`src/rtl/core/gsbt_pkg.sv`:
```
// Shared types and constants for the gas sensor baseline tracker.
package gsbt_pkg;

    localparam int unsigned VAL_W = 16;
    localparam int unsigned STARTUP_W = 8;
    localparam int unsigned CFG_IDX_W = 3;

    typedef logic [VAL_W-1:0]     t_val;
    typedef logic [STARTUP_W-1:0] t_startup;
    typedef logic [CFG_IDX_W-1:0] t_cfg_idx;

    // Configuration register indexes.
    localparam t_cfg_idx CFG_DAY_LENGTH    = 3'd0;
    localparam t_cfg_idx CFG_STARTUP_TICKS = 3'd1;
    localparam t_cfg_idx CFG_INIT_BASELINE = 3'd2;
    localparam t_cfg_idx CFG_INIT_DAY_MAX  = 3'd3;
    localparam t_cfg_idx CFG_INIT_WEEK_MAX = 3'd4;
    localparam t_cfg_idx CFG_INIT_DAYS     = 3'd5;

    // Values the registers and the tracker state take at reset.
    localparam t_val     RST_DAY_LENGTH = 16'd10000;
    localparam t_startup RST_STARTUP    = 8'd10;
    localparam t_val     RST_BASELINE   = 16'd1;
    localparam t_val     RST_DAY_MAX    = 16'd1;
    localparam t_val     RST_WEEK_MAX   = 16'd1;
    localparam t_val     RST_DAYS       = 16'd0;

    // Operations of the shared arithmetic unit.
    typedef enum logic {
        ALU_MAX,
        ALU_AVG
    } t_alu_op;

    typedef struct packed {
        t_alu_op op;
        t_val    a;
        t_val    b;
    } t_alu_req;

endpackage

```
`src/rtl/core/gsbt_in_if.sv`:
```
// Input channel: one resistance sample per beat.
interface gsbt_in_if;
    logic                valid;
    logic                ready;
    logic [15:0]         resistance_sample;

    modport source (output valid, output resistance_sample, input ready);
    modport sink   (input valid, input resistance_sample, output ready);
endinterface

```
`src/rtl/core/gsbt_out_if.sv`:
```
// Output channel: one tracker result per beat.
interface gsbt_out_if;
    logic        valid;
    logic        ready;
    logic [15:0] baseline;
    logic [15:0] clamped_sample;
    logic [15:0] day_maximum;
    logic [15:0] week_maximum;
    logic [15:0] day_count;
    logic        day_rolled;

    modport source (
        output valid, output baseline, output clamped_sample, output day_maximum,
        output week_maximum, output day_count, output day_rolled, input ready
    );
    modport sink (
        input valid, input baseline, input clamped_sample, input day_maximum,
        input week_maximum, input day_count, input day_rolled, output ready
    );
endinterface

```
`src/rtl/core/gas_sensor_baseline_tracker_unit.sv`:
```
// Top level of the gas sensor baseline tracker: sequencer, history and result register.
// A tick without day rollover goes from its input beat through APPLY_B, APPLY_D and DONE
// to its result beat; a tick that closes a day first runs the serial scan of the history
// through the shared compare unit and the AVG step. One tick is worked on at a time; the
// next input beat is taken as soon as the result sits in the output register. Reset
// (synchronous, active low) loads the tracker state; the data registers are not reset.
module gas_sensor_baseline_tracker_unit #(
    parameter int unsigned HISTORY_DAYS = 7
) (
    input  logic                   i_clk,
    input  logic                   i_rst_n,
    input  logic                   i_cfg_we,
    input  gsbt_pkg::t_cfg_idx     i_cfg_idx,
    input  logic [15:0]            i_cfg_wdata,
    gsbt_in_if.sink                i_sample,
    gsbt_out_if.source             o_result
);

    // The history index only has to reach the last entry of the window.
    localparam int unsigned IDX_W = (HISTORY_DAYS > 1) ? $clog2(HISTORY_DAYS) : 1;
    localparam logic [IDX_W-1:0] IDX_LAST = IDX_W'(HISTORY_DAYS - 1);
    localparam gsbt_pkg::t_val HIST_DAYS_V = gsbt_pkg::VAL_W'(HISTORY_DAYS);

    // Sequencer states.
    localparam logic [2:0] ST_IDLE    = 3'd0;
    localparam logic [2:0] ST_SCAN    = 3'd1;
    localparam logic [2:0] ST_AVG     = 3'd2;
    localparam logic [2:0] ST_APPLY_B = 3'd3;
    localparam logic [2:0] ST_APPLY_D = 3'd4;
    localparam logic [2:0] ST_DONE    = 3'd5;

    logic [2:0]            r_state;
    logic [2:0]            n_state;

    // Only the day length acts on running behavior. The other registers
    // only seed the state at reset, and reset restores their default values,
    // so the seeds are the package reset constants.
    gsbt_pkg::t_val        r_day_length;

    gsbt_pkg::t_val        r_tick;
    gsbt_pkg::t_val        r_days;
    gsbt_pkg::t_val        r_baseline;
    gsbt_pkg::t_val        r_day_peak;
    gsbt_pkg::t_val        r_week_peak;
    gsbt_pkg::t_val        r_hist [HISTORY_DAYS];
    gsbt_pkg::t_startup    r_startup;

    gsbt_pkg::t_val        r_sample;
    gsbt_pkg::t_val        r_clamped;
    gsbt_pkg::t_val        r_acc;
    logic [IDX_W-1:0]      r_idx;
    logic                  r_rolled;

    logic                  r_out_valid;
    gsbt_pkg::t_val        r_out_baseline;
    gsbt_pkg::t_val        r_out_clamped;
    gsbt_pkg::t_val        r_out_day_max;
    gsbt_pkg::t_val        r_out_week_max;
    gsbt_pkg::t_val        r_out_days;
    logic                  r_out_rolled;

    logic                  in_fire;
    logic                  out_load;
    logic [gsbt_pkg::VAL_W:0] tick_next;
    logic                  day_close;
    gsbt_pkg::t_val        avg_target;
    gsbt_pkg::t_alu_req    alu_req;
    gsbt_pkg::t_val        alu_y;

    assign i_sample.ready = (r_state == ST_IDLE);
    assign in_fire        = i_sample.valid && i_sample.ready;

    // The tick count grows with one extra bit so that a day length of all ones
    // still closes a day after the full count.
    assign tick_next = {1'b0, r_tick} + {{gsbt_pkg::VAL_W{1'b0}}, 1'b1};
    assign day_close = tick_next > {1'b0, r_day_length};

    // Once the day count exceeds HISTORY_DAYS the baseline chases the week maximum; before that,
    // and again after the day count wraps, it chases the closing day's maximum.
    assign avg_target = (r_days > HIST_DAYS_V) ? r_acc : r_day_peak;

    // A finished result waits in the output register only until it is taken.
    assign out_load = (r_state == ST_DONE) && (!r_out_valid || o_result.ready);

    // Feed the shared unit according to the step in progress.
    always_comb begin
        alu_req.op = gsbt_pkg::ALU_MAX;
        alu_req.a  = r_baseline;
        alu_req.b  = r_sample;
        unique case (r_state)
            ST_SCAN: begin
                alu_req.a = r_acc;
                alu_req.b = r_hist[r_idx];
            end
            ST_AVG: begin
                alu_req.op = gsbt_pkg::ALU_AVG;
                alu_req.b  = avg_target;
            end
            ST_APPLY_D: begin
                alu_req.a = r_day_peak;
            end
            default: begin
            end
        endcase
    end

    gsbt_alu u_alu (
        .i_req (alu_req),
        .o_y   (alu_y)
    );

    always_comb begin
        n_state = r_state;
        unique case (r_state)
            ST_IDLE:    if (in_fire) n_state = day_close ? ST_SCAN : ST_APPLY_B;
            ST_SCAN:    if (r_idx == IDX_LAST) n_state = ST_AVG;
            ST_AVG:     n_state = ST_APPLY_B;
            ST_APPLY_B: n_state = ST_APPLY_D;
            ST_APPLY_D: n_state = ST_DONE;
            ST_DONE:    if (out_load) n_state = ST_IDLE;
            default:    n_state = ST_IDLE;
        endcase
    end

    always_ff @(posedge i_clk) begin
        if (!i_rst_n) begin
            r_state      <= ST_IDLE;
            r_day_length <= gsbt_pkg::RST_DAY_LENGTH;
            r_tick       <= '0;
            r_days       <= gsbt_pkg::RST_DAYS;
            r_baseline   <= gsbt_pkg::RST_BASELINE;
            r_day_peak   <= gsbt_pkg::RST_DAY_MAX;
            r_week_peak  <= gsbt_pkg::RST_WEEK_MAX;
            r_startup    <= gsbt_pkg::RST_STARTUP;
            for (int i = 0; i < HISTORY_DAYS; i++) begin
                r_hist[i] <= gsbt_pkg::RST_WEEK_MAX;
            end
            r_out_valid  <= 1'b0;
        end else begin
            r_state <= n_state;

            if (i_cfg_we && (i_cfg_idx == gsbt_pkg::CFG_DAY_LENGTH)) begin
                r_day_length <= i_cfg_wdata;
            end

            unique case (r_state)
                ST_IDLE: begin
                    if (in_fire) begin
                        r_sample <= i_sample.resistance_sample;
                        r_rolled <= day_close;
                        r_acc    <= '0;
                        r_idx    <= '0;
                        if (r_startup != '0) begin
                            r_startup <= r_startup - gsbt_pkg::STARTUP_W'(1);
                        end
                        if (day_close) begin
                            r_tick <= '0;
                            r_days <= r_days + gsbt_pkg::VAL_W'(1);
                            for (int i = 0; i < HISTORY_DAYS - 1; i++) begin
                                r_hist[i] <= r_hist[i+1];
                            end
                            r_hist[HISTORY_DAYS-1] <= r_day_peak;
                        end else begin
                            r_tick <= tick_next[gsbt_pkg::VAL_W-1:0];
                        end
                    end
                end
                ST_SCAN: begin
                    r_acc <= alu_y;
                    r_idx <= r_idx + IDX_W'(1);
                end
                ST_AVG: begin
                    r_week_peak <= r_acc;
                    r_baseline  <= alu_y;
                    r_day_peak  <= '0;
                end
                ST_APPLY_B: begin
                    // After startup a higher sample lifts the baseline at once;
                    // during startup the sample is only clamped up to it.
                    if (r_startup == '0) begin
                        r_baseline <= alu_y;
                        r_clamped  <= r_sample;
                    end else begin
                        r_clamped  <= alu_y;
                    end
                end
                ST_APPLY_D: begin
                    if (r_startup == '0) begin
                        r_day_peak <= alu_y;
                    end
                end
                default: begin
                end
            endcase

            if (out_load) begin
                r_out_valid <= 1'b1;
            end else if (o_result.ready) begin
                r_out_valid <= 1'b0;
            end
        end
    end

    always_ff @(posedge i_clk) begin
        if (out_load) begin
            r_out_baseline <= r_baseline;
            r_out_clamped  <= r_clamped;
            r_out_day_max  <= r_day_peak;
            r_out_week_max <= r_week_peak;
            r_out_days     <= r_days;
            r_out_rolled   <= r_rolled;
        end
    end

    assign o_result.valid          = r_out_valid;
    assign o_result.baseline       = r_out_baseline;
    assign o_result.clamped_sample = r_out_clamped;
    assign o_result.day_maximum    = r_out_day_max;
    assign o_result.week_maximum   = r_out_week_max;
    assign o_result.day_count      = r_out_days;
    assign o_result.day_rolled     = r_out_rolled;

    // An accepted beat starts a tick, and no second beat is taken right after it.
    a_one_tick_at_a_time: assert property (@(posedge i_clk) disable iff (!i_rst_n)
        in_fire |=> !i_sample.ready)
        else $error("input beat taken while a tick was still being worked on");

    // The startup countdown only steps down by one.
    a_startup_counts_down: assert property (@(posedge i_clk) disable iff (!i_rst_n)
        ($past(i_rst_n) && (r_startup != $past(r_startup)))
            |-> (r_startup == $past(r_startup) - gsbt_pkg::STARTUP_W'(1)))
        else $error("startup countdown moved other than down by one");

    // The history scan never runs past the last entry.
    a_scan_in_range: assert property (@(posedge i_clk) disable iff (!i_rst_n)
        (r_state == ST_SCAN) |-> (r_idx <= IDX_LAST))
        else $error("history scan index out of range");

    // The week maximum changes only while a day is being closed.
    a_week_only_on_close: assert property (@(posedge i_clk) disable iff (!i_rst_n)
        ($past(i_rst_n) && (r_week_peak != $past(r_week_peak)))
            |-> ($past(r_state) == ST_AVG))
        else $error("week maximum changed outside of day close");

endmodule

```
`src/rtl/core/gsbt_alu.sv`:
```
// Shared compare and average unit used by the tracker sequencer.
module gsbt_alu (
    input  gsbt_pkg::t_alu_req i_req,
    output gsbt_pkg::t_val     o_y
);

    logic [gsbt_pkg::VAL_W:0] sum;

    assign sum = {1'b0, i_req.a} + {1'b0, i_req.b};

    always_comb begin
        unique case (i_req.op)
            gsbt_pkg::ALU_MAX: o_y = (i_req.b > i_req.a) ? i_req.b : i_req.a;
            gsbt_pkg::ALU_AVG: o_y = sum[gsbt_pkg::VAL_W:1];
            default:           o_y = i_req.a;
        endcase
    end

endmodule
```
`src/flat_wrapper.sv`:
```
// flat-port wrapper written by rule: the top's interface ports become plain ports
module gas_sensor_baseline_tracker_unit_flat 
#(
    parameter int unsigned HISTORY_DAYS = 7
)
  (i_clk, i_rst_n, i_cfg_we, i_cfg_idx, i_cfg_wdata, i_sample_valid, i_sample_resistance_sample, i_sample_ready, o_result_valid, o_result_baseline, o_result_clamped_sample, o_result_day_maximum, o_result_week_maximum, o_result_day_count, o_result_day_rolled, o_result_ready);
  gsbt_in_if i_sample_i ();
  gsbt_out_if o_result_i ();
  input  logic i_clk;
  input  logic i_rst_n;
  input  logic i_cfg_we;
  input  gsbt_pkg::t_cfg_idx i_cfg_idx;
  input  logic [15:0] i_cfg_wdata;
  input wire logic [$bits(i_sample_i.valid)-1:0] i_sample_valid;
  input wire logic [$bits(i_sample_i.resistance_sample)-1:0] i_sample_resistance_sample;
  output wire logic [$bits(i_sample_i.ready)-1:0] i_sample_ready;
  output wire logic [$bits(o_result_i.valid)-1:0] o_result_valid;
  output wire logic [$bits(o_result_i.baseline)-1:0] o_result_baseline;
  output wire logic [$bits(o_result_i.clamped_sample)-1:0] o_result_clamped_sample;
  output wire logic [$bits(o_result_i.day_maximum)-1:0] o_result_day_maximum;
  output wire logic [$bits(o_result_i.week_maximum)-1:0] o_result_week_maximum;
  output wire logic [$bits(o_result_i.day_count)-1:0] o_result_day_count;
  output wire logic [$bits(o_result_i.day_rolled)-1:0] o_result_day_rolled;
  input wire logic [$bits(o_result_i.ready)-1:0] o_result_ready;
  assign i_sample_i.valid = i_sample_valid;
  assign i_sample_i.resistance_sample = i_sample_resistance_sample;
  assign i_sample_ready = i_sample_i.ready;
  assign o_result_valid = o_result_i.valid;
  assign o_result_baseline = o_result_i.baseline;
  assign o_result_clamped_sample = o_result_i.clamped_sample;
  assign o_result_day_maximum = o_result_i.day_maximum;
  assign o_result_week_maximum = o_result_i.week_maximum;
  assign o_result_day_count = o_result_i.day_count;
  assign o_result_day_rolled = o_result_i.day_rolled;
  assign o_result_i.ready = o_result_ready;
  gas_sensor_baseline_tracker_unit #(.HISTORY_DAYS(HISTORY_DAYS)) u_core (.i_clk(i_clk), .i_rst_n(i_rst_n), .i_cfg_we(i_cfg_we), .i_cfg_idx(i_cfg_idx), .i_cfg_wdata(i_cfg_wdata), .i_sample(i_sample_i), .o_result(o_result_i));
endmodule
```
`config.mk`:
```
export PLATFORM = sky130hd
export DESIGN_NAME = gas_sensor_baseline_tracker_unit_flat
export DESIGN_NICKNAME = d
export VERILOG_FILES = /design/src/rtl/core/gsbt_pkg.sv /design/src/rtl/core/gsbt_in_if.sv /design/src/rtl/core/gsbt_out_if.sv /design/src/rtl/core/gas_sensor_baseline_tracker_unit.sv /design/src/rtl/core/gsbt_alu.sv /design/src/flat_wrapper.sv
export SDC_FILE = /design/constraint.sdc
export NUM_CORES = 1
export LEC_CHECK = 0
export BUFFER_PORTS_ARGS = -buffer_cell sky130_fd_sc_hd__buf_4
export CORE_UTILIZATION = 60
export CTS_BUF_LIST = sky130_fd_sc_hd__clkbuf_8
export DETAILED_ROUTE_END_ITERATION = 8
export MAX_ROUTING_LAYER = met4
export PLACE_DENSITY = 0.85
export SYNTH_ARGS = -nofsm -noshare
export SYNTH_HDL_FRONTEND = slang
export SYNTH_SLANG_ARGS = --single-unit
export TNS_END_PERCENT = 10
```
`constraint.sdc`:
```
create_clock -name i_clk -period 35.1 [get_ports i_clk]
set_clock_uncertainty 0.15 [all_clocks]
set_input_delay 0 -clock i_clk [delete_from_list [all_inputs] [get_ports i_clk]]
set_output_delay 0 -clock i_clk [all_outputs]
set_load 0.005 [all_outputs]
```
==> run summary <==
# rows - 60
Category of the most critical setup path - flip-flop to flip-flop
Clk sink count - 356
Total clock buffers created by CTS - 56
Met1 WL - 17760 um
Vias in the first global route - 12630
Endpoint, Worst Hold - u_core.r_startup[3]
Global placement routability congestion - 0.9319
Most used cells in the layout excluding fill and tap cells - sky130_fd_sc_hd__edfxtp_1, sky130_fd_sc_hd__nand2_1, sky130_fd_sc_hd__buf_4, sky130_fd_sc_hd__dfxtp_1, sky130_fd_sc_hd__and2_1
Fin Setup TNS - 0 ps
Post-layout instance count excluding filler cells - 2105
Height of the die - 168.8 um
Data required time of the critical path - 35150 ps
Post-layout nets - 1780
Detailed placement HPWL - 27070 um
Post-synth cell types - 69
Start point of the critical path - u_core.r_tick[2]
Most common cell after layout, fill and taps aside - sky130_fd_sc_hd__edfxtp_1
Cell count after synthesis - 1488
Placeable Area - 27100 um^2
Wire length of the first global-routing pass - 69260 um
Total number of vias - 12840
Top cells by area, synth - sky130_fd_sc_hd__edfxtp_1, sky130_fd_sc_hd__dfxtp_1, sky130_fd_sc_hd__and2_1
Final global-route overflow total - 0
Maximum Capacitance Violations - 0
Reg-to-reg startpoint - u_core.r_tick[2]
RSZ-0062 raised after global routing - no
Max-slew headroom - 14.93%
Power Total - 1.084 mW
Final hold viol count - 0
Max-slew violation total from the final report - 0
Synthesized area per cell - 11.22 um^2
F_max - 0.1723 GHz
EDFF count, synth - 245
Crit path DAT - 5850 ps
Number of DRC markers after the initial detailed-route iteration - 1266
Setup Viol. Count Final - 0
Pin slew with the least headroom to its limit - 1276 ps
CTS tree - built
Instance area after placement - 17900 um^2
Post-DRT Antenna Nets - 0
Proportion of synthesized flip-flops having asynchronous set or reset - 0%
Die area - 28490 um^2
Metal3 WL - 3698 um
Pwr dens - 54.26 nW/um^2
Resized Gates After CTS - 0
VDD IR-drop max - 0.02972 mV
Sequential share of the synthesized area - 57.39%
Final clock period utilization by the worst path - 16.54%
Boundary pin count - 123
Worst R2R End - u_core.r_hist[2][5]
Deepest level of the CTS H-tree - 2
Critical path capture point type - flip-flop
Library cell used as clock root buffer - sky130_fd_sc_hd__clkbuf_8
Type of element launching the critical path - flip-flop
Max Fanout on Critical Path - 94
Mapped Area - 16690 um^2
HP Class - input port to flip-flop
Leakage power - 7.483 nW
Starting density of the core - 61.59%
Synthesized flop and latch total - 356
Top_reg_cell synth - sky130_fd_sc_hd__edfxtp_1
Post-synth top area cell - sky130_fd_sc_hd__edfxtp_1
Antenna violations before repair - 1
Net Count, Synth - 1582
Status - completed
Total wirelength of the detailed-routed design - 44740 um
Largest net degree at the start of global routing - 97
Later-pin clock latency in the skew report - 610 ps
Iteration count of the initial detailed-routing pass - 5
Layout fillers - 1726
Tot GR Track Use - 32.68%
Horizontal extent of the die - 168.8 um
Amount of wire on met2 after detailed routing - 21340 um
Area share of the largest cell type after synthesis - 44.08%
Ratio of cells with drive above 1 in the final layout - 16.80%
Hold-critical path depth - 3
Wire per inst - 21.26 um
Number of cells on the worst reg-to-reg path - 12
Post-route cell area - 19980 um^2
Worst setup slack for register-to-register paths - 29300 ps
Max FFs per register - 112
Storage cell area - 9580 um^2
Yosys warning count - 0
Post-layout minimum cycle time - 5804 ps
Number of buffers on the longest clock path - 3
Max Used Layer - met4
Worst slack at placement - 29510 ps
DRC violation count after routing - 0
Total instance count after detailed placement - 1910
Setup Buffers After CTS - 0
Clock-pin slew on the worst setup and hold paths - 70 ps
Min-delay src - i_rst_n
Count of buffers inserted at the top-level ports - 122
Register with the most flip-flops - u_core.r_hist
Average vias per placed instance - 6.098
Multi-input logic area - 6581 um^2
Final setup slack of the worst path - 29300 ps
Area overhead of the layout relative to synthesis - 19.71%
==> metal layers <==
metal	track usage, %	vias up
met5	-	-
met4	16.01	0
met3	4.863	143
met2	51.72	728
met1	41.40	6184
li1	-	5782
==> how the worst max path moves through the flow <==
stage / slack [ps] / to
2_1_floorplan: 23130 / u_core.r_hist[0][0]
3_3_place_gp: 29620 / u_core.r_clamped[15]
3_5_place_dp: 29510 / u_core.r_clamped[2]
4_1_cts: 29480 / u_core.r_clamped[2]
5_1_grt: 29090 / u_core.r_hist[0][3]
6_report: 29300 / u_core.r_hist[2][5]
==> what timing repair did <==
action                                 4_1_cts  5_1_grt
endpoints found under the hold margin       98        0
hold buffers                                90        0
setup endpoints to repair                    0        0
==> synth_stat cells, drive strengths merged (9+ instances only) <==
library cell	number
mux2	28
nand3	38
edfxtp	245
buf	26
and2	110
a21oi	107
dfxtp	111
or3	15
nor3	19
xor2	11
ha	53
nor4	12
nor2	87
inv	55
nand2b	32
o21ai	72
mux4	16
a22oi	11
a221o	11
xnor2	22
mux2i	37
a211oi	9
o211ai	20
nand2	166
nand4	12
clkbuf	66
==> power by group <==
part / internal, mW / switching [mW] / total [mW]
clock: 0.201 / 0.165 / 0.366
sequential: 0.472 / 0.0203 / 0.492
combinational: 0.0904 / 0.136 / 0.226
total: 0.763 / 0.321 / 1.08
==> worst max-delay path, cell delays in order (launching register included) <==
cell and delay (ps):
sky130_fd_sc_hd__dfxtp_1 460, sky130_fd_sc_hd__nand3_1 250, sky130_fd_sc_hd__nor3_1 510, sky130_fd_sc_hd__nand3_1 310
sky130_fd_sc_hd__xnor2_1 220, sky130_fd_sc_hd__ha_1 320, sky130_fd_sc_hd__nand4_1 90, sky130_fd_sc_hd__nor2_1 190
sky130_fd_sc_hd__nor2_1 80, sky130_fd_sc_hd__a221oi_1 720, sky130_fd_sc_hd__a21oi_4 440, sky130_fd_sc_hd__o21ai_4 620
sky130_fd_sc_hd__buf_4 990
==> cell families after synthesis <==
group / synth area share (%)
buffers and inverters: 3.583
AO/OA/AOI/OAI: 11.18
adder cells (fa/ha/maj): 4.093
AND/OR/NAND/NOR: 15.76
multiplexers: 6.267
XOR/XNOR: 1.732
flip-flops: 57.39
==> area by class of cell <==
cell class | instances | area share [%]
Antenna cell | 1 | 0.01252
Clock buffer | 66 | 4.546
Clock inverter | 38 | 1.346
Inverter | 55 | 1.033
Multi-Input combinational cell | 985 | 32.94
Sequential cell | 356 | 47.95
Tap cell | 372 | 2.330
Timing Repair Buffer | 232 | 9.844
==> through the flow <==
step,hold slack [ps],util [%]
6_report,216.2,73.73
2_1_floorplan,-51.13,-
5_1_grt,246.6,73.73
4_1_cts,167.2,73.72
3_3_place_gp,28.97,66.05
3_5_place_dp,29.25,66.05
No activity file was read; power rests on OpenSTA's default activity.
